$ cat src/hw/rtl/nsa_pkg.sv
// nsa_pkg: shared types, codes and constants of the note slot allocator.
// No dependencies; imported by nsa_ctrl, nsa_dp and note_slot_allocator.
`default_nettype none

package nsa_pkg;

  localparam int unsigned SLOT_W        = 7;
  localparam int unsigned DEF_NUM_SLOTS = 127;

  localparam logic [SLOT_W-1:0] NO_SLOT    = 7'h7F;
  localparam logic [6:0]        RESET_BASE = 7'd60;
  localparam logic [7:0]        NOTE_LIMIT = 8'd127;
  localparam logic [6:0]        VEL_CENTRE = 7'd64;
  localparam logic [5:0]        VEL_SCALE  = 6'd63;
  localparam logic signed [15:0] Q_ONE     = 16'sd16384;

  typedef enum logic [1:0] {
    REQ_START    = 2'd0,
    REQ_STOP     = 2'd1,
    REQ_CONTINUE = 2'd2,
    REQ_CLEAR    = 2'd3
  } req_type_t;

  typedef enum logic [1:0] {
    S_IDLE,
    S_SCAN,
    S_DRAIN,
    S_COMMIT
  } state_t;

  // controller -> datapath commands
  typedef struct packed {
    logic              capture;
    logic              scan_init;
    logic              clear_tbl;
    logic              rd_en;
    logic [SLOT_W-1:0] rd_idx;
    logic              commit;
  } cmd_t;

endpackage

`default_nettype wire

$ cat src/hw/rtl/nsa_ctrl.sv
// nsa_ctrl: sequencer for the slot scan, commit and output valid.
// Depends on nsa_pkg (state_t, req_type_t, cmd_t).
`default_nettype none

module nsa_ctrl
  import nsa_pkg::*;
#(
  parameter int unsigned NUM_SLOTS = DEF_NUM_SLOTS
) (
  input  logic      clk,
  input  logic      rst_n,
  input  logic      in_valid,
  input  req_type_t in_req,
  output logic      in_ready,
  input  logic      out_ready,
  output logic      out_valid,
  output cmd_t      cmd
);

  localparam logic [SLOT_W-1:0] LAST_IDX = SLOT_W'(NUM_SLOTS - 1);

  state_t            state_r, state_nxt;
  logic [SLOT_W-1:0] cnt_r, cnt_nxt;
  logic              out_valid_r, out_valid_nxt;

  always_ff @(posedge clk) begin
    if (!rst_n) begin
      state_r     <= S_IDLE;
      cnt_r       <= '0;
      out_valid_r <= 1'b0;
    end else begin
      state_r     <= state_nxt;
      cnt_r       <= cnt_nxt;
      out_valid_r <= out_valid_nxt;
    end
  end

  // next state
  always_comb begin
    state_nxt     = state_r;
    cnt_nxt       = cnt_r;
    out_valid_nxt = out_valid_r;
    if (out_valid_r && out_ready) begin
      out_valid_nxt = 1'b0;
    end
    case (state_r)
      S_IDLE: begin
        cnt_nxt = '0;
        if (in_valid && (in_req inside {REQ_START, REQ_STOP})) begin
          state_nxt = S_SCAN;
        end
      end
      S_SCAN: begin
        cnt_nxt = cnt_r + 1'b1;
        if (cnt_r == LAST_IDX) begin
          state_nxt = S_DRAIN;
        end
      end
      S_DRAIN: begin
        state_nxt = S_COMMIT;
      end
      S_COMMIT: begin
        if (!out_valid_r || out_ready) begin
          out_valid_nxt = 1'b1;
          state_nxt     = S_IDLE;
        end
      end
      default: begin
        state_nxt = S_IDLE;
      end
    endcase
  end

  // outputs
  always_comb begin
    cmd      = '0;
    in_ready = 1'b0;
    case (state_r)
      S_IDLE: begin
        in_ready      = 1'b1;
        cmd.capture   = in_valid;
        cmd.scan_init = in_valid;
        cmd.clear_tbl = in_valid && (in_req == REQ_CLEAR);
      end
      S_SCAN: begin
        cmd.rd_en  = 1'b1;
        cmd.rd_idx = cnt_r;
      end
      S_DRAIN: begin
        cmd.rd_en = 1'b0;
      end
      S_COMMIT: begin
        cmd.commit = !out_valid_r || out_ready;
      end
      default: begin
        cmd = '0;
      end
    endcase
  end

  assign out_valid = out_valid_r;

endmodule

`default_nettype wire

$ cat config.mk
export PLATFORM = sky130hd
export DESIGN_NAME = nsa_ctrl
export DESIGN_NICKNAME = d
export VERILOG_FILES = /design/src/hw/rtl/nsa_pkg.sv /design/src/hw/rtl/nsa_ctrl.sv
export SDC_FILE = /design/constraint.sdc
export NUM_CORES = 1
export LEC_CHECK = 0
export BUFFER_PORTS_ARGS = -buffer_cell sky130_fd_sc_hd__buf_4
export CORE_AREA = 4 4 41 43
export CTS_BUF_LIST = sky130_fd_sc_hd__clkbuf_4 sky130_fd_sc_hd__clkbuf_8
export DETAILED_ROUTE_END_ITERATION = 7
export DIE_AREA = 0 0 45 47
export PLACE_DENSITY = 0.75
export SYNTH_ARGS = -nofsm -noshare
export SYNTH_HDL_FRONTEND = slang
export SYNTH_SLANG_ARGS = --single-unit
$ cat constraint.sdc
create_clock -name clk -period 2.4 [get_ports clk]
set_input_delay 0.12 -clock clk [delete_from_list [all_inputs] [get_ports clk]]
set_output_delay 0.12 -clock clk [all_outputs]
set_load 0.02 [all_outputs]
==> results of run 1 <==
power by group:
part | internal [W] | switching (W)
registers | 0.000186 | 0.0000209
clock network | 0.0000921 | 0.0000634
logic | 0.000113 | 0.000169
worst register-to-register path, stage by stage, from the launching register on:
cell      delay [ns]
dfxtp_1         0.34
inv_1           0.09
ha_1            0.49
and2_4          0.24
nand2_1         0.06
or3_1           0.31
a21boi_1        0.14
Yosys cell counts (all sizes together):
cell    count
or3         2
and2        9
nand2       6
clkbuf      2
nor2        1
ha          6
nor2b       6
nand3b      1
nand2b      1
o211ai      2
dfxtp      10
a21boi      3
a21oi       1
nand4       1
mux2i       3
o21a        2
inv         4
xnor2       1
nor3b       2
o21ai       5
nand3       5
buf         1
and3        1
final cells by class:
cell class,count,area (sq um),share of cell area
tap,15,18.77,0.02315
multi-input combinational,58,397.9,0.4907
inverter,4,15.01,0.01852
clock buffer,4,36.28,0.04475
sequential,10,200.2,0.2469
timing repair buffer,19,142.6,0.1759
worst max path at each step:
stage          endpoint  depth (start not counted)
6_report       cnt_r[6]                          6
5_1_grt        cnt_r[5]                          5
4_1_cts          cmd[9]                          5
3_5_place_dp   cnt_r[6]                          6
3_3_place_gp   cnt_r[6]                          6
2_1_floorplan  cnt_r[6]                          6
stage by stage:
step | setup WS, ns | hold slack (ns) | instance area [sq um] | util
2_1_floorplan | 0.8444 | 0.2695 | 628.1 | -
3_3_place_gp | 0.7771 | 0.4272 | 774.5 | 0.5952
3_5_place_dp | 0.6891 | 0.4400 | 774.5 | 0.5952
4_1_cts | 0.6784 | 0.1606 | 810.8 | 0.6231
5_1_grt | 0.5248 | 0.1553 | 810.8 | 0.6231
6_report | 0.6683 | 0.1529 | 810.8 | 0.6231
routing by layer:
layer  part of all wire  wire length [um]
met5                  0                 0
met4              0.017                23
met3              0.058                77
met2               0.46               610
met1               0.46               605
state kept, by name (all words and copies together) (netlist names):
| register | count |
|---|---|
| out_valid | 1 |
| cnt_r | 7 |
| state_r | 2 |
cell families after synthesis:
group / count (synthesis)
adder cells (fa/ha/maj): 6
multiplexers: 3
flip-flops: 10
XOR/XNOR: 1
buffers and inverters: 7
AO/OA/AOI/OAI: 13
AND/OR/NAND/NOR: 35
==> metrics.md, run 1 <==
| Metric | Value |
|---|---|
| Status | finished clean |
| Post-CTS Hold Fix Bufs | 0 |
| Critical path's largest stage delay | 0.49 ns |
| Yosys top cell area share | 0.3187 |
| Crit. Startpoint | state_r[1] |
| Pin count of the biggest net entering global routing | 20 |
| Max frequency | 577.5 MHz |
| Synth unique cells | 25 |
| Post-Synth Adder-Cell Area | 0.1195 |
| Skew-Pair Late Insertion Delay | 0.27 ns |
| Site Rows | 13 |
| R2R Setup Slk | 0.67 ns |
| GP Congestion | 0.6962 |
| Minimum clock period | 1.732 ns |
| Post-Syn Nets | 87 |
| Area Growth Syn to Fin | 29.08% |
| Min-delay src | rst_n |
| Synth Area in Simple Gates | 0.3207 |
| Die height | 47 um |
| RSZ-0062 raised after global routing | no |
| Worst EP arrival | 1.94 ns |
| Post-CTS resize count | 0 |
| Hold Path Sink | cnt_r[1] |
| ANT nets after route | 0 |
| Final WL | 1317 um |
| GRT Residual Overflow | 0 |
| CP Capture Type | flip-flop |
| Compound-Gate Fraction of Synth Area | 0.1315 |
| Register bit total from synthesis | 10 |
| Commonest non-fill, non-tap cell in the layout | buf_4 |
| Postcts setup bufs | 0 |
| MaxCap Viol Count | 0 |
| Period utilization | 0.7216 |
| Skew final | 0.003229 ns |
| Critical Path RT | 2.60 ns |
| Detailed Routing Iterations Pass 1 | 4 |
| Antenna violations before repair | 0 |
| Leakage | 0.3602 nW |
| Setup_tns | 0 ns |
| Ports | 20 |
| First-pass GRT wire length | 1987 um |
| Syn Inst Count | 75 |
| Post-synthesis sequential area ratio | 0.3187 |
| CORE AREA | 1301 sq um |
| IO buf count | 19 |
| Via Count | 574 |
| Worst r2r src | state_r[1] |
| CTS root buf | clkbuf_4 |
| Synth area leaders | dfxtp_1, ha_1, and2_1 |
| CP Max Fanout | 19 |
| # diodes | 0 |
| CTS Sinks | 10 |
| Hold Path Depth | 2 |
| Synthesis Warnings | 0 |
| Initial Util | 0.4827 |
| Post-synthesis mux area share | 0.04781 |
| Die area | 2115 sq um |
| Syn avg cell area | 8.375 sq um |
| Clock tree from TritonCTS | built |
| Final Power | 0.0006444 W |
| Area leader, netlist | dfxtp_1 |
| Power per Cell Area | 794.8 nW/um^2 |
| H-tree level count | 1 |
| M1 GR Usage | 0.1487 |
| Final Non-Filler Cells | 110 |
| Total CTS buffers | 3 |
| Met3 usage | 0.02299 |
| Xor and xnor area share after synthesis | 0.01394 |
| Worst setup SP type | flip-flop |
| Max Root-Sink Buffers | 2 |
| Clock slew at reported path FFs | 0.07 ns |
| Routed len/inst | 11.97 um |
| HPWL Detailed | 962.2 um |
| Critical path, cell by cell | inv_1 > ha_1 > and2_4 > nand2_1 > or3_1 > a21boi_1 |
| Hold WC Path Type | input pin to flip-flop |
| Layout cells sized above 1 | 0.2526 |
| CP bufs+invs | 1 |
| CP max-delay cell | ha_1 |
| Worst Tran Pin Value | 0.5312 ns |
| RR Endpoint | cnt_r[6] |
| Setup CP Type | flip-flop to flip-flop |
| Vias in the first global route | 497 |
| Final setup violation count | 0 |
| Vias per cell | 5.218 |
| Commonest cells after routing, fill and taps aside | buf_4, dfxtp_1, and2_1 |
| Worst R2R Path Depth | 6 |
| # DRC | 0 |
| GRT Overall Usage | 0.1298 |
| GR peak layer | met2 |
| Met2 Resource Use GR | 0.2288 |
| Final Slew Violations | 0 |
| Synthesized cell area | 628.1 sq um |
| Critical path's top delay family | simple AND/OR/NAND/NOR gates |
| FILL cells | 130 |
| Die Width | 45 um |
| Fin nets | 108 |
| Cells after DPL | 106 |
| Largest family of logic cells by synthesized area | simple AND/OR/NAND/NOR gates |
| VDD IR max | 517.0 uV |
| Slew HR | 0.6459 |
| Fin. Hold Viols | 0 |
| First DRT Iteration DRCs | 7 |
Note: power is estimated with default switching activity, not from simulation.
==> inputs of run 2 (changes only) <==
--- a/config.mk
+++ b/config.mk
@@ -5,12 +5,13 @@
 export SDC_FILE = /design/constraint.sdc
 export NUM_CORES = 1
 export LEC_CHECK = 0
+export ABC_AREA = 1
 export BUFFER_PORTS_ARGS = -buffer_cell sky130_fd_sc_hd__buf_4
-export CORE_AREA = 4 4 41 43
+export CORE_MARGIN = 4
+export CORE_UTILIZATION = 50
 export CTS_BUF_LIST = sky130_fd_sc_hd__clkbuf_4 sky130_fd_sc_hd__clkbuf_8
 export DETAILED_ROUTE_END_ITERATION = 7
-export DIE_AREA = 0 0 45 47
-export PLACE_DENSITY = 0.75
+export PLACE_DENSITY = 0.78
 export SYNTH_ARGS = -nofsm -noshare
 export SYNTH_HDL_FRONTEND = slang
 export SYNTH_SLANG_ARGS = --single-unit
==> constraint.sdc (replaced) <==
create_clock -name clk -period 1.77 [get_ports clk]
set_input_delay 0.0885 -clock clk [delete_from_list [all_inputs] [get_ports clk]]
set_output_delay 0.0885 -clock clk [all_outputs]
set_load 0.02 [all_outputs]
==> metrics.md, run 2 <==
| Metric | Value |
|---|---|
| IO buf count | 19 |
| Top reg by flops | cnt_r |
| Top Layer Used | met4 |
| CTS Sinks | 10 |
| Vias in the first global route | 597 |
| H-tree level count | 1 |
| Critical Path RT | 1.68 ns |
| Post-CTS Hold Fix Bufs | 0 |
| Area Growth Syn to Fin | 25.51% |
| Skew-Pair Late Insertion Delay | 0.26 ns |
| P_int | 0.0005263 W |
| Fin nets | 136 |
| Synthesized cell area | 671.9 sq um |
| CP Max Fanout | 9 |
| Fin. Hold Viols | 0 |
| Number of flip-flops in the largest register | 7 |
| Routed wl met3 | 70 um |
| Post-CTS resize count | 0 |
| Final WL | 1378 um |
| Setup_tns | 0 ns |
| Post-synthesis sequential area ratio | 0.2980 |
| Max Root-Sink Buffers | 2 |
| Hold Path Depth | 3 |
| Period utilization | 0.9019 |
| Initial Util | 0.5665 |
| HPWL Detailed | 1148 um |
| CTS root buf | clkbuf_4 |
| Setup CP Type | flip-flop to output pin |
| Slew HR | 0.7470 |
| Worst R2R Path Depth | 6 |
| GRT Residual Overflow | 0 |
| Hold WC Path Type | input pin to flip-flop |
| Commonest non-fill, non-tap cell in the layout | nand2_1 |
| Post-Syn Nets | 113 |
| Minimum clock period | 1.596 ns |
| Psw | 0.0004282 W |
| Worst EP arrival | 1.51 ns |
| RSZ-0062 raised after global routing | no |
| Pin count of the biggest net entering global routing | 10 |
| Die height | 44.66 um |
| Min Hold Slack | 0.1043 ns |
| Placed Area | 820.8 sq um |
| FFs w/ async S/R, synth | 0 |
| VDD IR max | 766.3 uV |
| Worst Tran Pin Value | 0.3796 ns |
| Die Width | 44.66 um |
| Routed len/inst | 10.13 um |
| GP Congestion | 0.7791 |
| Synthesis Warnings | 0 |
| Detailed Routing Iterations Pass 1 | 4 |
| Total CTS buffers | 3 |
| CP Capture Type | output pin |
| MaxCap Viol Count | 0 |
| Final Slew Violations | 0 |
| Yosys top cell area share | 0.2980 |
| Worst setup SP type | flip-flop |
| Antenna violations before repair | 0 |
| Synth unique cells | 20 |
| Status | finished clean |
| Power per Cell Area | 1132 nW/um^2 |
| Sequential share of power | 0.302 |
| GRT Overall Usage | 0.1594 |
| Metal2 WL | 651 um |
| Postcts setup bufs | 0 |
| Layout cells sized above 1 | 0.2623 |
| Max frequency | 626.4 MHz |
| CORE AREA | 1186 sq um |
| Site Rows | 12 |
| Clock power frac | 0.160 |
| Ports | 20 |
| Register bit total from synthesis | 10 |
| Clock tree from TritonCTS | built |
| First-pass GRT wire length | 2428 um |
| # DRC | 0 |
| Top FF cell, synth | dfxtp_1 |
| Most frequent cells after synthesis | nand2_1, inv_1, dfxtp_1, nor2_1, a21oi_1 |
| ANT nets after route | 0 |
| M1 wire length | 647 um |
| Leakage | 0.4738 nW |
| Commonest cells after routing, fill and taps aside | nand2_1, inv_1, buf_4 |
| Synth area leaders | dfxtp_1, nand2_1, inv_1 |
| Clock slew at reported path FFs | 0.07 ns |
| Logic pwr share | 0.539 |
| Post-synth EDFFs | 0 |
| Via Count | 647 |
| Sw Ratio | 0.4486 |
| First DRT Iteration DRCs | 20 |
| Skew final | 0.005251 ns |
| Top-count cell post-synth | nand2_1 |
| Syn avg cell area | 6.652 sq um |
| Area leader, netlist | dfxtp_1 |
| Syn Inst Count | 101 |
| Die area | 1994 sq um |
| Final setup violation count | 0 |
| Vias per cell | 4.757 |
| Design area | 843.3 sq um |
| # diodes | 0 |
## run 2: layout make-up
type                            instances  area, sq um
Multi-Input combinational cell         67        370.4
Fill cell                             109        342.8
Sequential cell                        10        200.2
Timing Repair Buffer                   20        150.1
Inverter                               22        82.58
Clock buffer                            3        22.52
Tap cell                               14        17.52
## run 2: power by group through the flow
stage | Combinational, W | Clock, W | Sequential (W)
finish | 0.000514 | 0.000152 | 0.000288
global route | 0.000581 | 0.000167 | 0.000296
CTS | 0.000518 | 0.000158 | 0.000288
detailed placement | 0.000517 | 0 | 0.000293
global placement | 0.000505 | 0 | 0.000291
floorplan | 0.000380 | 0 | 0.000291
## run 2: final timing paths
| path | from | end | slack, ns |
|---|---|---|---|
| max | state_r[1] | cmd[2] | 0.17 |
| min | rst_n | cnt_r[6] | 0.10 |
| max reg2reg | state_r[1] | cnt_r[5] | 0.33 |
| min reg2reg | out_valid | out_valid | 0.50 |
## run 2: kinds of logic (layout without fill, tap and decap cells)
family          after synthesis  in the layout  share of synthesized area
compound gates               13             13                     0.1192
fa+ha+maj                     6              6                     0.1117
buf+inv                      24             45                     0.1508
flops                        10             10                     0.2979
simple gates                 48             48                     0.3203
## run 2: metrics by stage
stage,total power (W),setup WS (ns),util,instances
finish,0.0009545,0.1736,0.7110,136
CTS,0.0009639,0.1616,0.7110,136
global placement,0.0007967,0.3604,0.6920,133
floorplan,0.0006709,0.4617,-,101
global route,0.001045,0.01144,0.7110,136
detailed placement,0.0008104,0.3190,0.6920,133
## run 2: metal layers
| layer | vias to the layer above | global-route usage |
|---|---|---|
| met5 | - | 0 |
| met4 | 0 | 0.06024 |
| met3 | 2 | 0.02439 |
| met2 | 19 | 0.2550 |
| met1 | 278 | 0.2120 |
| li1 | 348 | - |
## run 2: critical path, stage by stage (launching register included)
cell and delay, ns:
dfxtp_1 0.34, inv_1 0.08, ha_1 0.38, buf_4 0.22
nand2_1 0.05, inv_1 0.05, buf_4 0.13
==> inputs of run 3 (changes only) <==
--- a/config.mk
+++ b/config.mk
@@ -12,6 +12,7 @@
 export CTS_BUF_LIST = sky130_fd_sc_hd__clkbuf_4 sky130_fd_sc_hd__clkbuf_8
 export DETAILED_ROUTE_END_ITERATION = 7
 export PLACE_DENSITY = 0.78
+export SETUP_SLACK_MARGIN = 0.4
 export SYNTH_ARGS = -nofsm -noshare
 export SYNTH_HDL_FRONTEND = slang
 export SYNTH_SLANG_ARGS = --single-unit
==> metrics.md, run 3 (synthesis gave the netlist of run 2 again) <==
| Metric | Value |
|---|---|
| Status | finished clean |
| Setup CP Type | flip-flop to output pin |
| FILL cells | 101 |
| Area Growth Syn to Fin | 35.20% |
| Number of flip-flops in the largest register | 7 |
| Worst EP arrival | 1.25 ns |
| RSZ-0062 raised after global routing | yes |
| Worst Tran Pin Value | 0.2261 ns |
| Clock tree from TritonCTS | built |
| Setup_tns | 0 ns |
| ANT nets after route | 0 |
| HPWL Detailed | 1148 um |
| Max frequency | 744.9 MHz |
| MaxCap Viol Count | 0 |
| Slew HR | 0.8480 |
| H-tree level count | 1 |
| Initial Util | 0.5665 |
| Clock slew at reported path FFs | 0.06 ns |
| Critical Path RT | 1.68 ns |
| GRT Overall Usage | 0.1602 |
| Metal2 WL | 717 um |
| Routed wl met3 | 65 um |
| Fin nets | 139 |
| Skew-Pair Late Insertion Delay | 0.26 ns |
| Detailed Routing Iterations Pass 1 | 4 |
| Post-CTS Hold Fix Bufs | 0 |
| Routed len/inst | 10.63 um |
| Final Slew Violations | 0 |
| GRT Residual Overflow | 0 |
| CTS root buf | clkbuf_4 |
| CORE AREA | 1186 sq um |
| Top Layer Used | met4 |
| Pin count of the biggest net entering global routing | 9 |
| Commonest cells after routing, fill and taps aside | nand2_1, buf_4, inv_1 |
| First-pass GRT wire length | 2435 um |
| # diodes | 0 |
| Total CTS buffers | 3 |
| Vias per cell | 4.813 |
| Worst setup SP type | flip-flop |
| First DRT Iteration DRCs | 35 |
| Die area | 1994 sq um |
| Via Count | 669 |
| CP Capture Type | output pin |
| Final Worst Setup Slack | 0.4276 ns |
| Die Width | 44.66 um |
| Commonest non-fill, non-tap cell in the layout | nand2_1 |
| Site Rows | 12 |
| Layout cells sized above 1 | 0.3440 |
| Power per Cell Area | 1203 nW/um^2 |
| GP Congestion | 0.7791 |
| Min Hold Slack | 0.09955 ns |
| Fin. Hold Viols | 0 |
| Antenna violations before repair | 0 |
| Hold WC Path Type | input pin to flip-flop |
| IO buf count | 19 |
| # DRC | 0 |
| CP Max Fanout | 7 |
| Vias in the first global route | 598 |
| Period utilization | 0.7584 |
| Worst slack at placement | 0.3190 ns |
| Minimum clock period | 1.342 ns |
| Final WL | 1478 um |
| Ports | 20 |
| Leakage | 0.4918 nW |
| CTS Sinks | 10 |
| Skew final | 0.004110 ns |
| VDD IR max | 821.5 uV |
| M1 wire length | 686 um |
| Max Root-Sink Buffers | 2 |
| Final setup violation count | 0 |
| Top reg by flops | cnt_r |
| Die height | 44.66 um |
[run 3: changes by cell type in the layout (fill, tap and decap cells not counted), sizes merged]
cell / change
buf: +3
[run 3: final timing paths]
kind,startpoint,slack [ns],cells past startpoint,to
setup / recovery,state_r[1],0.43,6,cmd[4]
hold / removal,rst_n,0.1,3,state_r[1]
setup reg to reg,state_r[1],0.51,7,cnt_r[2]
hold reg to reg,out_valid,0.50,2,out_valid
[run 3: critical path, stage by stage, from the launching register on]
cell	delay [ns]
dfxtp_4	0.37
inv_4	0.05
ha_4	0.18
buf_4	0.14
nand2_4	0.06
inv_1	0.04
buf_4	0.15
[run 3: per-stage QoR]
stage               total power [W]  instance area, sq um  cells    util
floorplan                 0.0006709                 671.9    101       -
finish                     0.001093                 908.4    139  0.7658
detailed placement        0.0008104                 820.8    133  0.6920
CTS                        0.001016                 868.3    137  0.7321
global placement          0.0007967                 820.8    133  0.6920
global route               0.001176                 908.4    139  0.7658
[run 3: metal layers]
layer / track usage / vias up
met5: 0 / -
met4: 0.05422 / 0
met3: 0.02439 / 2
met2: 0.2636 / 16
met1: 0.2096 / 296
li1: - / 355
[run 3: where the power goes]
part,internal (W),leakage [nW],switching [W],total [W]
Sequential,0.000264,0.0821,0.0000451,0.000309
Clock,0.0000783,0.0138,0.0000726,0.000151
Combinational,0.000278,0.396,0.000355,0.000633
Total,0.000620,0.492,0.000473,0.00109
[run 3: area by class of cell]
class                      instances  area [sq um]  share of cell area
inverter                          22         85.08             0.09366
timing repair buffer              23         180.2              0.1983
clock buffer                       3         22.52             0.02479
multi-input combinational         67         397.9              0.4380
tap                               14         17.52             0.01928
sequential                        10         205.2              0.2259
[run 3: repair_timing]
item | in CTS | in global routing
pin swaps | 0 | 0
gates resized for setup | 6 | 8
setup buffers | 1 | 2
setup endpoints to repair | 14 | 6
